`src/sv/itaf_pkg.sv`:
```
// Shared types, codes and sizing constants for the integer to ASCII formatter.
// No dependencies; every other file of the block imports this package.
package itaf_pkg;

  localparam int DIGIT_SLOTS = 22;
  localparam int MAX_WIDTH   = 63;
  localparam int BCD_DIGITS  = 20;
  localparam int IDX_W       = $clog2(DIGIT_SLOTS);
  localparam int SLOT_W      = $clog2(DIGIT_SLOTS + 1);

  localparam logic [SLOT_W-1:0] SLOTS_DEC16 = SLOT_W'(7);
  localparam logic [SLOT_W-1:0] SLOTS_DEC32 = SLOT_W'(12);
  localparam logic [SLOT_W-1:0] SLOTS_DEC64 = SLOT_W'(DIGIT_SLOTS);
  localparam logic [SLOT_W-1:0] SLOTS_HEX16 = SLOT_W'((DIGIT_SLOTS < 4) ? DIGIT_SLOTS : 4);
  localparam logic [SLOT_W-1:0] SLOTS_HEX32 = SLOT_W'((DIGIT_SLOTS < 8) ? DIGIT_SLOTS : 8);
  localparam logic [SLOT_W-1:0] SLOTS_HEX64 = SLOT_W'((DIGIT_SLOTS < 16) ? DIGIT_SLOTS : 16);

  localparam logic [1:0] OP_SDEC = 2'd0;
  localparam logic [1:0] OP_UDEC = 2'd1;
  localparam logic [1:0] OP_LHEX = 2'd2;
  localparam logic [1:0] OP_UHEX = 2'd3;

  localparam logic [1:0] SZ_16 = 2'd0;
  localparam logic [1:0] SZ_32 = 2'd1;

  localparam logic [7:0] CH_ZERO  = 8'h30;
  localparam logic [7:0] CH_DOT   = 8'h2E;
  localparam logic [7:0] CH_SPACE = 8'h20;
  localparam logic [7:0] CH_PLUS  = 8'h2B;
  localparam logic [7:0] CH_MINUS = 8'h2D;
  localparam logic [7:0] CH_UPPER = 8'h41;
  localparam logic [7:0] CH_LOWER = 8'h61;

  typedef struct packed {
    logic [63:0] value;
    logic [1:0]  size;
    logic [1:0]  operation;
    logic [5:0]  field_width;
    logic [4:0]  frac_digits;
    logic        zero_fill;
    logic        left_justify;
    logic        show_plus;
  } num_t;

  typedef struct packed {
    logic [7:0] out_char;
    logic       last_char;
  } chr_t;

  typedef enum logic [2:0] {
    PH_IDLE,
    PH_CONV,
    PH_FILL,
    PH_SIZE,
    PH_SIGN,
    PH_PAD,
    PH_DIGITS,
    PH_TAIL
  } phase_t;

  typedef enum logic [1:0] {
    EM_SIGN,
    EM_PAD,
    EM_DIGIT,
    EM_TAIL
  } emit_kind_t;

  typedef struct packed {
    logic       load;
    logic       conv;
    logic       fill;
    logic       size;
    logic       emit;
    emit_kind_t kind;
    logic       last;
  } cmd_t;

  typedef struct packed {
    logic conv_done;
    logic fill_done;
    logic dig_last;
    logic pad_last;
    logic pad_none;
    logic has_sign;
    logic zf;
    logic lj;
    logic out_free;
  } stat_t;

endpackage

```
`src/sv/integer_to_ascii_formatter_top.sv`:
```
// Top level of the integer to ASCII formatter: sequencer plus datapath.
// Depends on itaf_pkg, itaf_ctrl and itaf_dpath.
//
// Usage: the num channel takes one integer with its printf-style format
// (signed/unsigned decimal, lower/upper hex; 16, 32 or 64 bits; field width,
// inserted decimal point, zero fill, left justify, show plus). The chr
// channel returns the text one ASCII character per item, last_char set on
// the final character. Both channels use valid/stall; an item moves on a
// rising edge with valid high and stall low.
// Timing: num_stall rises the cycle after an item is taken and stays high
// until its last character sits in the output register. A number passes
// through conversion (decimal: one bit per cycle through the shift-add-3
// converter; hex: no shifting), slot fill over its digit slots (7/12/22
// decimal, 4/8/16 hex), one written per cycle, sizing, and emission of at
// most 63 characters, one per cycle while the output is not stalled.
// The next number is taken while the final character still waits in the
// output register.
// Reset: synchronous, clears the sequencer to idle and empties the output
// register. A stalled receiver freezes emission; the held character stays.
module integer_to_ascii_formatter_top import itaf_pkg::*; (
  input  logic clk,
  input  logic rst,
  input  logic num_valid,
  output logic num_stall,
  input  num_t num,
  output logic chr_valid,
  input  logic chr_stall,
  output chr_t chr
);

  cmd_t  cmd;
  stat_t st;

  // sequencer: phase machine, accepts a number only when idle
  itaf_ctrl u_ctrl (
    .clk       (clk),
    .rst       (rst),
    .num_valid (num_valid),
    .num_stall (num_stall),
    .st        (st),
    .cmd       (cmd)
  );

  // datapath: conversion, digit slots, padding and the output register
  itaf_dpath u_dpath (
    .clk       (clk),
    .rst       (rst),
    .num       (num),
    .cmd       (cmd),
    .st        (st),
    .chr_valid (chr_valid),
    .chr       (chr),
    .chr_stall (chr_stall)
  );

endmodule

```
`src/sv/itaf_ctrl.sv`:
```
// Sequencer of the formatter: conversion, slot fill, sizing and emit phases.
// Depends on itaf_pkg; drives the datapath through cmd_t and reads stat_t.
module itaf_ctrl import itaf_pkg::*; (
  input  logic  clk,
  input  logic  rst,
  input  logic  num_valid,
  output logic  num_stall,
  input  stat_t st,
  output cmd_t  cmd
);

  phase_t phase, phase_next;
  logic   tail_on;

  assign tail_on   = st.lj && !st.zf && !st.pad_none;
  assign num_stall = (phase != PH_IDLE);

  always_ff @(posedge clk) begin
    if (rst) begin
      phase <= PH_IDLE;
    end else begin
      phase <= phase_next;
    end
  end

  always_comb begin
    phase_next = phase;
    case (phase)
      PH_IDLE: begin
        if (num_valid) phase_next = PH_CONV;
      end
      PH_CONV: begin
        if (st.conv_done) phase_next = PH_FILL;
      end
      PH_FILL: begin
        if (st.fill_done) phase_next = PH_SIZE;
      end
      PH_SIZE: begin
        if (!st.zf && !st.lj && !st.pad_none) phase_next = PH_PAD;
        else if (st.has_sign)                 phase_next = PH_SIGN;
        else if (st.zf && !st.pad_none)       phase_next = PH_PAD;
        else                                  phase_next = PH_DIGITS;
      end
      PH_SIGN: begin
        if (st.out_free) phase_next = (st.zf && !st.pad_none) ? PH_PAD : PH_DIGITS;
      end
      PH_PAD: begin
        if (st.out_free && st.pad_last) begin
          phase_next = (st.zf || !st.has_sign) ? PH_DIGITS : PH_SIGN;
        end
      end
      PH_DIGITS: begin
        if (st.out_free && st.dig_last) phase_next = tail_on ? PH_TAIL : PH_IDLE;
      end
      PH_TAIL: begin
        if (st.out_free && st.pad_last) phase_next = PH_IDLE;
      end
      default: phase_next = PH_IDLE;
    endcase
  end

  always_comb begin
    cmd      = '0;
    cmd.kind = EM_SIGN;
    case (phase)
      PH_IDLE:  cmd.load = num_valid;
      PH_CONV:  cmd.conv = 1'b1;
      PH_FILL:  cmd.fill = 1'b1;
      PH_SIZE:  cmd.size = 1'b1;
      PH_SIGN: begin
        cmd.emit = st.out_free;
        cmd.kind = EM_SIGN;
      end
      PH_PAD: begin
        cmd.emit = st.out_free;
        cmd.kind = EM_PAD;
      end
      PH_DIGITS: begin
        cmd.emit = st.out_free;
        cmd.kind = EM_DIGIT;
        cmd.last = st.dig_last && !tail_on;
      end
      PH_TAIL: begin
        cmd.emit = st.out_free;
        cmd.kind = EM_TAIL;
        cmd.last = st.pad_last;
      end
      default: cmd = '0;
    endcase
  end

endmodule

```
`src/sv/itaf_dpath.sv`:
```
// Datapath of the formatter: operand capture, shift-add-3 BCD conversion,
// digit slot store, padding counters and the output register. Uses itaf_pkg.
module itaf_dpath import itaf_pkg::*; (
  input  logic  clk,
  input  logic  rst,
  input  num_t  num,
  input  cmd_t  cmd,
  output stat_t st,
  output logic  chr_valid,
  output chr_t  chr,
  input  logic  chr_stall
);

  logic [63:0]       val;
  logic [3:0]        bcd [BCD_DIGITS];
  logic [3:0]        adj [BCD_DIGITS];
  logic [6:0]        bitcnt;
  logic [7:0]        store [DIGIT_SLOTS];
  logic [IDX_W-1:0]  idx, start;
  logic [SLOT_W-1:0] slots, ptpos;
  logic [4:0]        prec;
  logic [5:0]        fw, padcnt;
  logic [7:0]        sign_char;
  logic              lead, point_en, is_dec, upper, has_sign, zf, lj;

  // operand capture
  logic [63:0]       mask, vm, mag, aligned;
  logic              top, neg_in, dec_in, point_in;
  logic [SLOT_W-1:0] slots_in;
  logic [6:0]        nbits_in;

  always_comb begin
    case (num.size)
      SZ_16: begin
        mask     = 64'h0000_0000_0000_FFFF;
        top      = num.value[15];
        nbits_in = 7'd16;
      end
      SZ_32: begin
        mask     = 64'h0000_0000_FFFF_FFFF;
        top      = num.value[31];
        nbits_in = 7'd32;
      end
      default: begin
        mask     = '1;
        top      = num.value[63];
        nbits_in = 7'd64;
      end
    endcase
    dec_in = (num.operation == OP_SDEC) || (num.operation == OP_UDEC);
    case (num.size)
      SZ_16:   slots_in = dec_in ? SLOTS_DEC16 : SLOTS_HEX16;
      SZ_32:   slots_in = dec_in ? SLOTS_DEC32 : SLOTS_HEX32;
      default: slots_in = dec_in ? SLOTS_DEC64 : SLOTS_HEX64;
    endcase
    vm     = num.value & mask;
    neg_in = (num.operation == OP_SDEC) && top;
    mag    = neg_in ? ((64'd0 - vm) & mask) : vm;
    case (num.size)
      SZ_16:   aligned = {mag[15:0], 48'd0};
      SZ_32:   aligned = {mag[31:0], 32'd0};
      default: aligned = mag;
    endcase
    point_in = dec_in && (num.frac_digits != 5'd0) &&
               ({1'b0, num.frac_digits} < 6'(slots_in));
  end

  // slot fill
  logic [SLOT_W-1:0] r, dsel;
  logic [3:0]        nib, dig;
  logic [7:0]        fill_char;
  logic              last_slot, strip_ok;

  always_comb begin
    r    = slots - SLOT_W'(1) - SLOT_W'(idx);
    dsel = (point_en && (6'(r) > {1'b0, prec})) ? r - SLOT_W'(1) : r;
    dig  = (6'(dsel) < 6'(BCD_DIGITS)) ? bcd[dsel] : 4'd0;
    nib  = val[{r[3:0], 2'b00} +: 4];
    if (is_dec) begin
      fill_char = (point_en && (SLOT_W'(idx) == ptpos)) ? CH_DOT : CH_ZERO + {4'd0, dig};
    end else if (nib < 4'd10) begin
      fill_char = CH_ZERO + {4'd0, nib};
    end else begin
      fill_char = (upper ? CH_UPPER : CH_LOWER) + {4'd0, nib - 4'd10};
    end
    last_slot = (SLOT_W'(idx) == slots - SLOT_W'(1));
    strip_ok  = lead && (fill_char == CH_ZERO) && !last_slot &&
                !(point_en && (SLOT_W'(idx) + SLOT_W'(1) == ptpos));
  end

  // sizing
  logic [SLOT_W-1:0] len;
  logic [5:0]        need, pad_calc;

  always_comb begin
    len      = slots - SLOT_W'(start);
    need     = 6'(len) + {5'd0, has_sign};
    pad_calc = (fw > need) ? fw - need : 6'd0;
  end

  always_comb begin
    for (int k = 0; k < BCD_DIGITS; k++) begin
      adj[k] = (bcd[k] >= 4'd5) ? bcd[k] + 4'd3 : bcd[k];
    end
  end

  always_ff @(posedge clk) begin
    if (cmd.load) begin
      val       <= dec_in ? aligned : mag;
      bitcnt    <= dec_in ? nbits_in : 7'd0;
      for (int k = 0; k < BCD_DIGITS; k++) bcd[k] <= 4'd0;
      slots     <= slots_in;
      ptpos     <= slots_in - SLOT_W'(1) - SLOT_W'(num.frac_digits);
      prec      <= num.frac_digits;
      point_en  <= point_in;
      is_dec    <= dec_in;
      upper     <= (num.operation == OP_UHEX);
      has_sign  <= neg_in || num.show_plus;
      sign_char <= neg_in ? CH_MINUS : CH_PLUS;
      fw        <= (num.field_width > 6'(MAX_WIDTH)) ? 6'(MAX_WIDTH) : num.field_width;
      zf        <= num.zero_fill;
      lj        <= num.left_justify;
      idx       <= '0;
      start     <= '0;
      lead      <= 1'b1;
    end
    // one bit per cycle into the BCD digits, add 3 ahead of each shift
    if (cmd.conv && (bitcnt != 7'd0)) begin
      bcd[0] <= {adj[0][2:0], val[63]};
      for (int k = 1; k < BCD_DIGITS; k++) bcd[k] <= {adj[k][2:0], adj[k-1][3]};
      val    <= {val[62:0], 1'b0};
      bitcnt <= bitcnt - 7'd1;
    end
    // one slot per cycle, most significant first; track the stripped prefix
    if (cmd.fill) begin
      store[idx] <= fill_char;
      idx        <= idx + IDX_W'(1);
      if (strip_ok) start <= idx + IDX_W'(1);
      else          lead  <= 1'b0;
    end
    if (cmd.size) begin
      padcnt <= pad_calc;
      idx    <= start;
    end
    if (cmd.emit) begin
      if (cmd.kind == EM_DIGIT) idx <= idx + IDX_W'(1);
      if ((cmd.kind == EM_PAD) || (cmd.kind == EM_TAIL)) padcnt <= padcnt - 6'd1;
    end
  end

  // output register; digit characters come straight from the slot store
  logic [7:0] emit_char;

  always_comb begin
    case (cmd.kind)
      EM_SIGN:  emit_char = sign_char;
      EM_PAD:   emit_char = zf ? CH_ZERO : CH_SPACE;
      EM_TAIL:  emit_char = CH_SPACE;
      default:  emit_char = CH_SPACE;
    endcase
  end

  always_ff @(posedge clk) begin
    if (rst) begin
      chr_valid <= 1'b0;
    end else if (cmd.emit) begin
      chr_valid <= 1'b1;
    end else if (!chr_stall) begin
      chr_valid <= 1'b0;
    end
  end

  always_ff @(posedge clk) begin
    if (cmd.emit) begin
      chr.out_char  <= (cmd.kind == EM_DIGIT) ? store[idx] : emit_char;
      chr.last_char <= cmd.last;
    end
  end

  always_comb begin
    st.conv_done = (bitcnt == 7'd0);
    st.fill_done = last_slot;
    st.dig_last  = last_slot;
    st.pad_last  = (padcnt == 6'd1);
    st.pad_none  = (pad_calc == 6'd0);
    st.has_sign  = has_sign;
    st.zf        = zf;
    st.lj        = lj;
    st.out_free  = !chr_valid || !chr_stall;
  end

endmodule

```
`config.mk`:
```
export PLATFORM = sky130hd
export DESIGN_NAME = integer_to_ascii_formatter_top
export DESIGN_NICKNAME = d
export VERILOG_FILES = /design/src/sv/itaf_pkg.sv /design/src/sv/integer_to_ascii_formatter_top.sv /design/src/sv/itaf_ctrl.sv /design/src/sv/itaf_dpath.sv
export SDC_FILE = /design/constraint.sdc
export NUM_CORES = 1
export LEC_CHECK = 0
export ABC_AREA = 0
export BUFFER_PORTS_ARGS = -buffer_cell sky130_fd_sc_hd__buf_2
export CORE_UTILIZATION = 40
export CTS_CLUSTER_SIZE = 30
export DETAILED_ROUTE_END_ITERATION = 16
export GPL_ROUTABILITY_DRIVEN = 0
export SLEW_MARGIN = 5
export SYNTH_ARGS = -nofsm -noshare
export SYNTH_HDL_FRONTEND = slang
export SYNTH_HIERARCHICAL = 1
export SYNTH_SLANG_ARGS = --single-unit
```
`constraint.sdc`:
```
create_clock -name clk -period 6.4 [get_ports clk]
set_clock_uncertainty 0.05 [all_clocks]
set_input_delay 0.64 -clock clk [delete_from_list [all_inputs] [get_ports clk]]
set_output_delay 0.64 -clock clk [all_outputs]
set_load 0.005 [all_outputs]
```
==> reports/metrics.csv, run 1 <==
stage,metric,value,unit
sta,setup_viol,0,
power,peakVddDrop,375,uV
clock_network,ctsHtreeMaxLevel,2,
yosys,synth_top_family_by_area,compound AO/OA/AOI/OAI gates,
drt,vias,16097,
drt,wl_met2,25500,um
drt,vias_per_cell,5.80,
clock_network,numCtsBuffers,42,
yosys,netlist.area_leader.share,47.2,%
clock_network,clock_latency,0.58,ns
finish,final_nets,2218,
drt,drcViolationCount,0,
die,fp.dieH,235,um
yosys,synth-xor-area-share,5.02,%
sta,setup_ws,0.585,ns
yosys,synthTopCellsByArea,"edfxtp_1, mux4_2, ha_1",
worst_setup_path,crit_fanout,22,
yosys,synth_simple_gate_area_share,13.6,%
worst_hold_path,hp-start,num[2],
drt,wl_met1,25700,um
global_route,antenna_found_initial,4,
yosys,synth_area_per_cell,10.9,um2
clock_network,clock-root-buffer,clkbuf_16,
clock_network,cts.clk_slew.worst_paths,0.06,ns
worst_setup_path,critical_path_class,flip-flop to flip-flop,
die,die_area,0.0552,mm2
sta,finalHoldViolations,0,
clock_network,cts_tree,done,
worst_setup_path,startpoint,u_dpath/slots[1],
power,p_leak,8.74,nW
yosys,yosys_warnings,6,
global_route,grt_max_degree,67,
drt,drt-total-wl,56700,um
clock_network,clkSinkCount,363,
worst_setup_path,r2r_start,u_dpath/slots[1],
global_route,grt_pass1_wl,88000,um
placed_design,pre_cts_slack,0.562,ns
die,io_pins,97,
yosys,synth_compound_area_share,14.0,%
global_route,track_usage,20.2,%
yosys,synth.mux.area_fraction,8.86,%
sta,min_period,5.81,ns
finish,drive_above_1_share,13.7,%
power,power.density,558,mW/mm2
drt,wl_met3,4030,um
sta,period_share,90.9,%
yosys,ys_async_sr_fraction,0,%
finish,fillers,4922,
drt,ant_nets,0,
yosys,synth-seq-area-share,49.2,%
global_route,first_global_vias,15263,
global_route,gr-total-overflow,0,
yosys,ys.flop_type,edfxtp_1,
clock_network,postCtsSetupBuffers,0,
sta,max_freq,172,MHz
sta,setup_tns,0,ns
placed_design,dpl.hpwl,40600,um
yosys,synth_edf_count,341,
placed_design,numPortBuffers,95,
worst_setup_path,cp-start-kind,flip-flop,
yosys,syn_area,0.0217,mm2
yosys,synthAdderAreaFrac,5.04,%
sta,worst-slew-pin-transition,0.955,ns
drt,drt_iter0_drc,1579,
yosys,synth.distinct_cells,99,
drt,drt-pass1-iter-count,6,
worst_setup_path,arrival,6.01,ns
yosys,synthCells,1996,
worst_hold_path,holdCritPathClass,input port to flip-flop,
die,initial_utilization,40.4,%
flow_run,max_cap_violations,0,
placed_design,dpl_cell_area,0.0227,mm2
die,rows,85,
clock_network,clock_path_buffers,3,
worst_setup_path,endpoint_kind,flip-flop,
yosys,synth_top_area_cell,edfxtp_1,
sta,slew_violations,0,
die,fp.dieW,235,um
yosys,synth_nets,2167,
drt,avgRoutedWirePerCell,20.4,um
worst_setup_path,cp_data_required_time,6.60,ns
clock_network,holdBufCountCts,0,
run_status,outcome,finished clean,
yosys,ys_seq_elements,363,
finish,final_area,0.0241,mm2
drt,top_layer,met5,
sta,slew_headroom,36.1,%
sta,rsz0062_at_grt,no,
clock_network,cts_resized,0,
die,core_area,0.0537,mm2
finish,area_growth,11.2,%
==> sequential cells by signal, summed over array words and instances, names as in the netlist, 3 cells and up <==
register	count
u_ctrl/phase	3
u_dpath/fw	6
u_dpath/slots	5
u_dpath/store	154
u_dpath/bitcnt	7
u_dpath/padcnt	6
u_dpath/val	64
u_dpath/bcd	80
u_dpath/ptpos	5
u_dpath/start	5
u_dpath/chr	8
u_dpath/prec	5
u_dpath/idx	5
==> per-layer routing <==
layer | GRT usage (%) | vias to the layer above
met1 | 29.0 | 7852
met4 | 5.82 | 2
met3 | 3.15 | 94
met5 | 0 | -
li1 | - | 7495
met2 | 31.6 | 654
==> cells in the final DEF (no fill, tap or decap), types with 15 or more instances in the layout <==
cell type  synthesis  layout
nor2_1           204     204
clkbuf_16          0      42
nand3_1           35      35
nand2_1          199     198
nand2b_1          36      36
o211ai_1          16      16
nor3_1            28      28
mux4_2            66      66
and3_1            17      17
a211oi_1          23      23
dfxtp_1           22      20
ha_1              81      80
edfxtp_1         341     341
o21ai_0          109     108
buf_4              8      21
a31oi_1           19      19
buf_2             14      95
mux2i_1           36      36
a22oi_1           19      19
a21oi_1          140     140
xnor2_1           66      65
xor2_1            49      49
nor3b_1           15      15
a21o_1            23      23
inv_1            104     104
==> through the flow <==
stage / std cells / utilization (%) / power, mW / hold slack, ns
global placement: 2699 / 42.3 / 10.9 / 0.426
CTS: 2774 / 44.9 / 13.5 / 0.149
finish: 2775 / 44.9 / 13.5 / 0.182
detailed placement: 2699 / 42.3 / 11.1 / 0.415
global route: 2774 / 44.9 / 14.4 / 0.166
floorplan: 1996 / - / 9.32 / 0.397
==> area by class of cell <==
| type | count | area (um2) | share of cell area [%] |
|---|---|---|---|
| antenna | 1 | 2.50 | 0.0104 |
| clock buffer | 52 | 1090 | 4.51 |
| clock inverter | 23 | 300 | 1.24 |
| inverter | 110 | 413 | 1.71 |
| multi-input combinational | 1414 | 10100 | 42.0 |
| sequential | 363 | 10700 | 44.3 |
| tap | 696 | 871 | 3.61 |
| timing repair buffer | 116 | 633 | 2.62 |
==> final timing paths <==
| path | depth (start not counted) | end | slack (ns) |
|---|---|---|---|
| min | 1 | u_dpath/zf | 0.18 |
| max reg2reg | 13 | u_dpath/store[12][0] | 0.59 |
| min reg2reg | 2 | u_dpath/lead | 0.43 |
| max | 13 | u_dpath/store[12][0] | 0.59 |
==> logic make-up (layout without fill, tap and decap cells) <==
| family | count (synthesis) | count (layout) |
|---|---|---|
| flops | 363 | 363 |
| simple gates | 629 | 629 |
| fa+ha+maj | 85 | 85 |
| other cells | 1 | 2 |
| compound gates | 472 | 472 |
| buf+inv | 219 | 301 |
| mux | 107 | 107 |
| xor+xnor | 120 | 120 |
==> synth_stat cells (all sizes together) (14+ instances only) <==
library cell / n
or3: 14
xor2: 51
ha: 81
dfxtp: 22
nor3b: 16
o211ai: 18
a31oi: 20
mux4: 67
a21oi: 141
buf: 42
nand2b: 36
nand2: 201
and3: 17
inv: 105
a21o: 23
edfxtp: 341
nor2: 205
nor4: 15
xnor2: 69
a22oi: 19
o31ai: 14
nor3: 30
o21ai: 124
mux2i: 36
a211oi: 25
nor2b: 15
nand3: 35
clkbuf: 67
==> power breakdown <==
group          switching (mW)  internal, mW
registers               0.604          4.11
clock network           0.978          1.46
logic                    4.02          2.29
total                    5.60          7.86
==> worst max-delay path, cell delays in order (launching register included) <==
cell and delay (ns):
edfxtp_1 0.42, inv_1 0.07, ha_1 0.32, fa_2 0.41, xnor2_2 0.73, ha_1 0.39
o211a_1 0.24, o31a_1 0.25, o21ai_2 0.60, mux4_2 0.58, a41oi_1 0.18, nand4_1 0.12
a32oi_1 0.45, or2b_1 0.70
Power figures use the tool's default switching activity.
==> run 2, diff against run 1 <==
Settings changed: ABC_AREA 0 to 1, SLEW_MARGIN 5 to 30.
==> run 2 against run 1 <==
Net effect: die area increased by 2.2%; final cell count increased by 25%; routed wire length increased by 8.1%; non-clock buffer count unchanged; via count increased by 16%; largest power group unchanged.
==> reports/metrics.csv, run 2 <==
stage,metric,value,unit,change
sta,period_share,85.1,%,-5.7 points
global_route,grt_max_degree,82,,+22%
worst_setup_path,critical_path_class,flip-flop to flip-flop,,
die,io_pins,97,,unchanged
placed_design,dpl.hpwl,42900,um,+5.6%
die,fp.dieH,238,um,+1.1%
yosys,synth-seq-area-share,48.1,%,-1.1 points
sta,finalHoldViolations,0,,unchanged
drt,avgRoutedWirePerCell,17.7,um,-13%
drt,drt-pass1-iter-count,5,,-1
die,rows,85,,unchanged
finish,final_nets,2869,,+29%
sta,slew_violations,0,,unchanged
yosys,synthCells,2652,,+33%
power,power.density,557,mW/mm2,-0.10%
global_route,antenna_found_initial,0,,-4
worst_setup_path,arrival,5.86,ns,-0.15 ns
drt,vias,18606,,+16%
sta,max_freq,184,MHz,+6.8%
clock_network,clock_latency,0.57,ns,about the same
sta,rsz0062_at_grt,no,,
placed_design,numPortBuffers,95,,unchanged
yosys,netlist.area_leader.share,46.1,%,-1.0 points
placed_design,dpl_cell_area,0.0232,mm2,+2.2%
finish,layout_commonest_cell,nand2_1,,
die,core_area,0.0543,mm2,+1.2%
finish,largest_reg_flops,154,,unchanged
yosys,syn_area,0.0222,mm2,+2.3%
drt,vias_per_cell,5.37,,-7.5%
clock_network,cts.clk_slew.worst_paths,0.06,ns,about the same
sta,min_period,5.45,ns,-0.368 ns
yosys,synth_area_per_cell,8.37,um2,-23%
worst_setup_path,crit_fanout,23,,+4.5%
yosys,synth.mux.area_fraction,0.0902,%,-8.8 points
drt,ant_nets,0,,unchanged
finish,final_area,0.0246,mm2,+2.0%
sta,setup_viol,0,,unchanged
yosys,synth_most_common_cell,nand2_1,,
sta,setup_tns,0,ns,unchanged
global_route,grtUsageMet2,36.1,%,+4.5 points
sta,worst-slew-pin-transition,0.967,ns,+0.0114 ns
die,initial_utilization,40.8,%,+0.43 points
drt,drcViolationCount,0,,unchanged
drt,drt-total-wl,61300,um,+8.1%
worst_setup_path,cp_data_required_time,6.81,ns,+0.21 ns
worst_setup_path,endpoint_kind,flip-flop,,
clock_network,cts_resized,0,,unchanged
finish,reg.largest.list,"u_dpath/store x154, u_dpath/bcd x80, u_dpath/val x64",,
finish,area_growth,10.9,%,
sta,slew_headroom,35.3,%,-0.76 points
global_route,grt_pass1_wl,96600,um,+9.7%
yosys,synth.distinct_cells,58,,-41%
finish,mostFrequentLayoutCells,"nand2_1, inv_1, edfxtp_1, o21ai_0, nor2_1",,
worst_hold_path,holdCritPathClass,input port to flip-flop,,
global_route,first_global_vias,17710,,+16%
global_route,gr-total-overflow,0,,unchanged
yosys,synth_nets,2823,,+30%
yosys,synth_top_family_by_area,simple AND/OR/NAND/NOR gates,,
yosys,synth_top_area_cell,edfxtp_1,,
global_route,use_met3,2.73,%,-0.42 points
yosys,yosys-top-cells-count,"nand2_1, edfxtp_1, inv_1, o21ai_0, nor2_1",,
yosys,ys.flop_type,edfxtp_1,,
clock_network,postCtsSetupBuffers,0,,unchanged
yosys,synthAdderAreaFrac,4.93,%,-0.11 points
power,p_leak,10.2,nW,+16%
global_route,busiest_layer,met2,,
worst_setup_path,cp-start-kind,flip-flop,,
clock_network,ctsHtreeMaxLevel,2,,unchanged
die,die_area,0.0564,mm2,+2.2%
clock_network,clkSinkCount,363,,unchanged
yosys,ys_async_sr_fraction,0,%,unchanged
clock_network,cts_tree,done,,
global_route,use_met1,28.8,%,-0.21 points
yosys,yosys_warnings,6,,unchanged
clock_network,numCtsBuffers,42,,unchanged
die,fp.dieW,238,um,+1.1%
finish,fillers,5377,,+9.2%
power,peakVddDrop,323,uV,-14%
clock_network,holdBufCountCts,0,,unchanged
finish,largest-register,u_dpath/store,,
finish,drive_above_1_share,9.27,%,-4.4 points
yosys,synth-xor-area-share,2.80,%,-2.2 points
yosys,synth_compound_area_share,15.6,%,+1.7 points
drt,drt_iter0_drc,1599,,+1.3%
yosys,synth_simple_gate_area_share,19.8,%,+6.2 points
yosys,synth_edf_count,341,,unchanged
yosys,synthTopCellsByArea,"edfxtp_1, nand2_1, o21ai_0",,
flow_run,max_cap_violations,0,,unchanged
clock_network,clock-root-buffer,clkbuf_16,,
clock_network,clock_path_buffers,3,,unchanged
run_status,outcome,finished clean,,
global_route,track_usage,21.6,%,+1.3 points
yosys,ys_seq_elements,363,,unchanged
==> run 2: changes by cell type in the layout (fill, tap and decap cells not counted), sizes merged, moves of 16 or more <==
cell	before	now
mux2i	36	2
nand2	201	523
o22ai	7	64
nor2	205	310
nand2b	36	0
mux4	67	0
o21ai	124	332
a31oi	20	4
xnor2	69	23
nand3	35	143
a21o	23	0
inv	106	357
nor3b	16	0
==> run 2: worst paths after layout <==
check	to	start	slack (ns)	cells after the start
min reg2reg	u_dpath/idx[1]	u_dpath/start[1]	0.45	2
max reg2reg	u_dpath/start[0]	u_dpath/idx[2]	0.95	27
min	u_dpath/fw[1]	num[9]	0.19	1
max	u_dpath/start[0]	u_dpath/idx[2]	0.95	27
==> run 2: critical path, stage by stage, from the launching register on <==
cell and delay (ns):
dfxtp_1 0.64, inv_1 0.34, ha_1 0.45, inv_1 0.08, nand2_1 0.05, nand2_1 0.31
inv_1 0.26, ha_1 0.35, nand2_1 0.12, nor2_4 0.05, a21oi_4 0.28, nand2_4 0.17
nand2_2 0.10, nand2_2 0.24, inv_2 0.37, nand3_1 0.12, nand2_1 0.08, nand2_1 0.05
nand2_1 0.06, inv_1 0.03, nand2_1 0.07, nand2_1 0.05, nand2_1 0.09, nand2_2 0.29
a21oi_4 0.33, nand3_4 0.13, nand2_1 0.09, nand2_1 0.05
==> run 2: where the power goes <==
group | switching (mW) | internal (mW) | leakage (nW)
registers | 0.516 | 4.10 | 3.44
clock network | 1.01 | 1.39 | 0.650
logic | 4.77 | 1.93 | 6.07
total | 6.29 | 7.43 | 10.2
==> run 2: final cells by class <==
type	count	area, um2	area share [%]
timing repair buffer	116	653	2.65
tap	739	925	3.76
inverter	361	1360	5.50
sequential	363	10700	43.4
clock buffer	47	1090	4.43
clock inverter	27	270	1.10
multi-input combinational	1814	9640	39.2
antenna	1	2.50	0.0102
==> run 2: kinds of logic after synthesis <==
family / after synthesis
AOI/OAI and AO/OA: 619
adders and majority gates: 85
muxes: 2
DFF: 363
and+or+nand+nor: 1036
xor gates and xnor gates: 71
other: 1
buffers and inverters: 475
==> run 2: metal layers <==
layer	routed length (um)	up-vias
met5	0	-
li1	-	9063
met3	3650	105
met1	27000	8845
met2	28800	593
met4	1830	0
==> run 2: metrics by stage <==
stage	setup WS (ns)	utilization (%)	total power, mW	hold WS, ns	cells
after detailed placement	1.04	42.7	11.3	0.434	3392
final	0.953	45.3	13.7	0.192	3468
after CTS	1.02	45.2	13.7	0.161	3466
after global placement	1.23	42.7	11.1	0.440	3392
after global routing	0.399	45.3	14.8	0.176	3467
after floorplan	0.301	-	9.51	0.395	2652
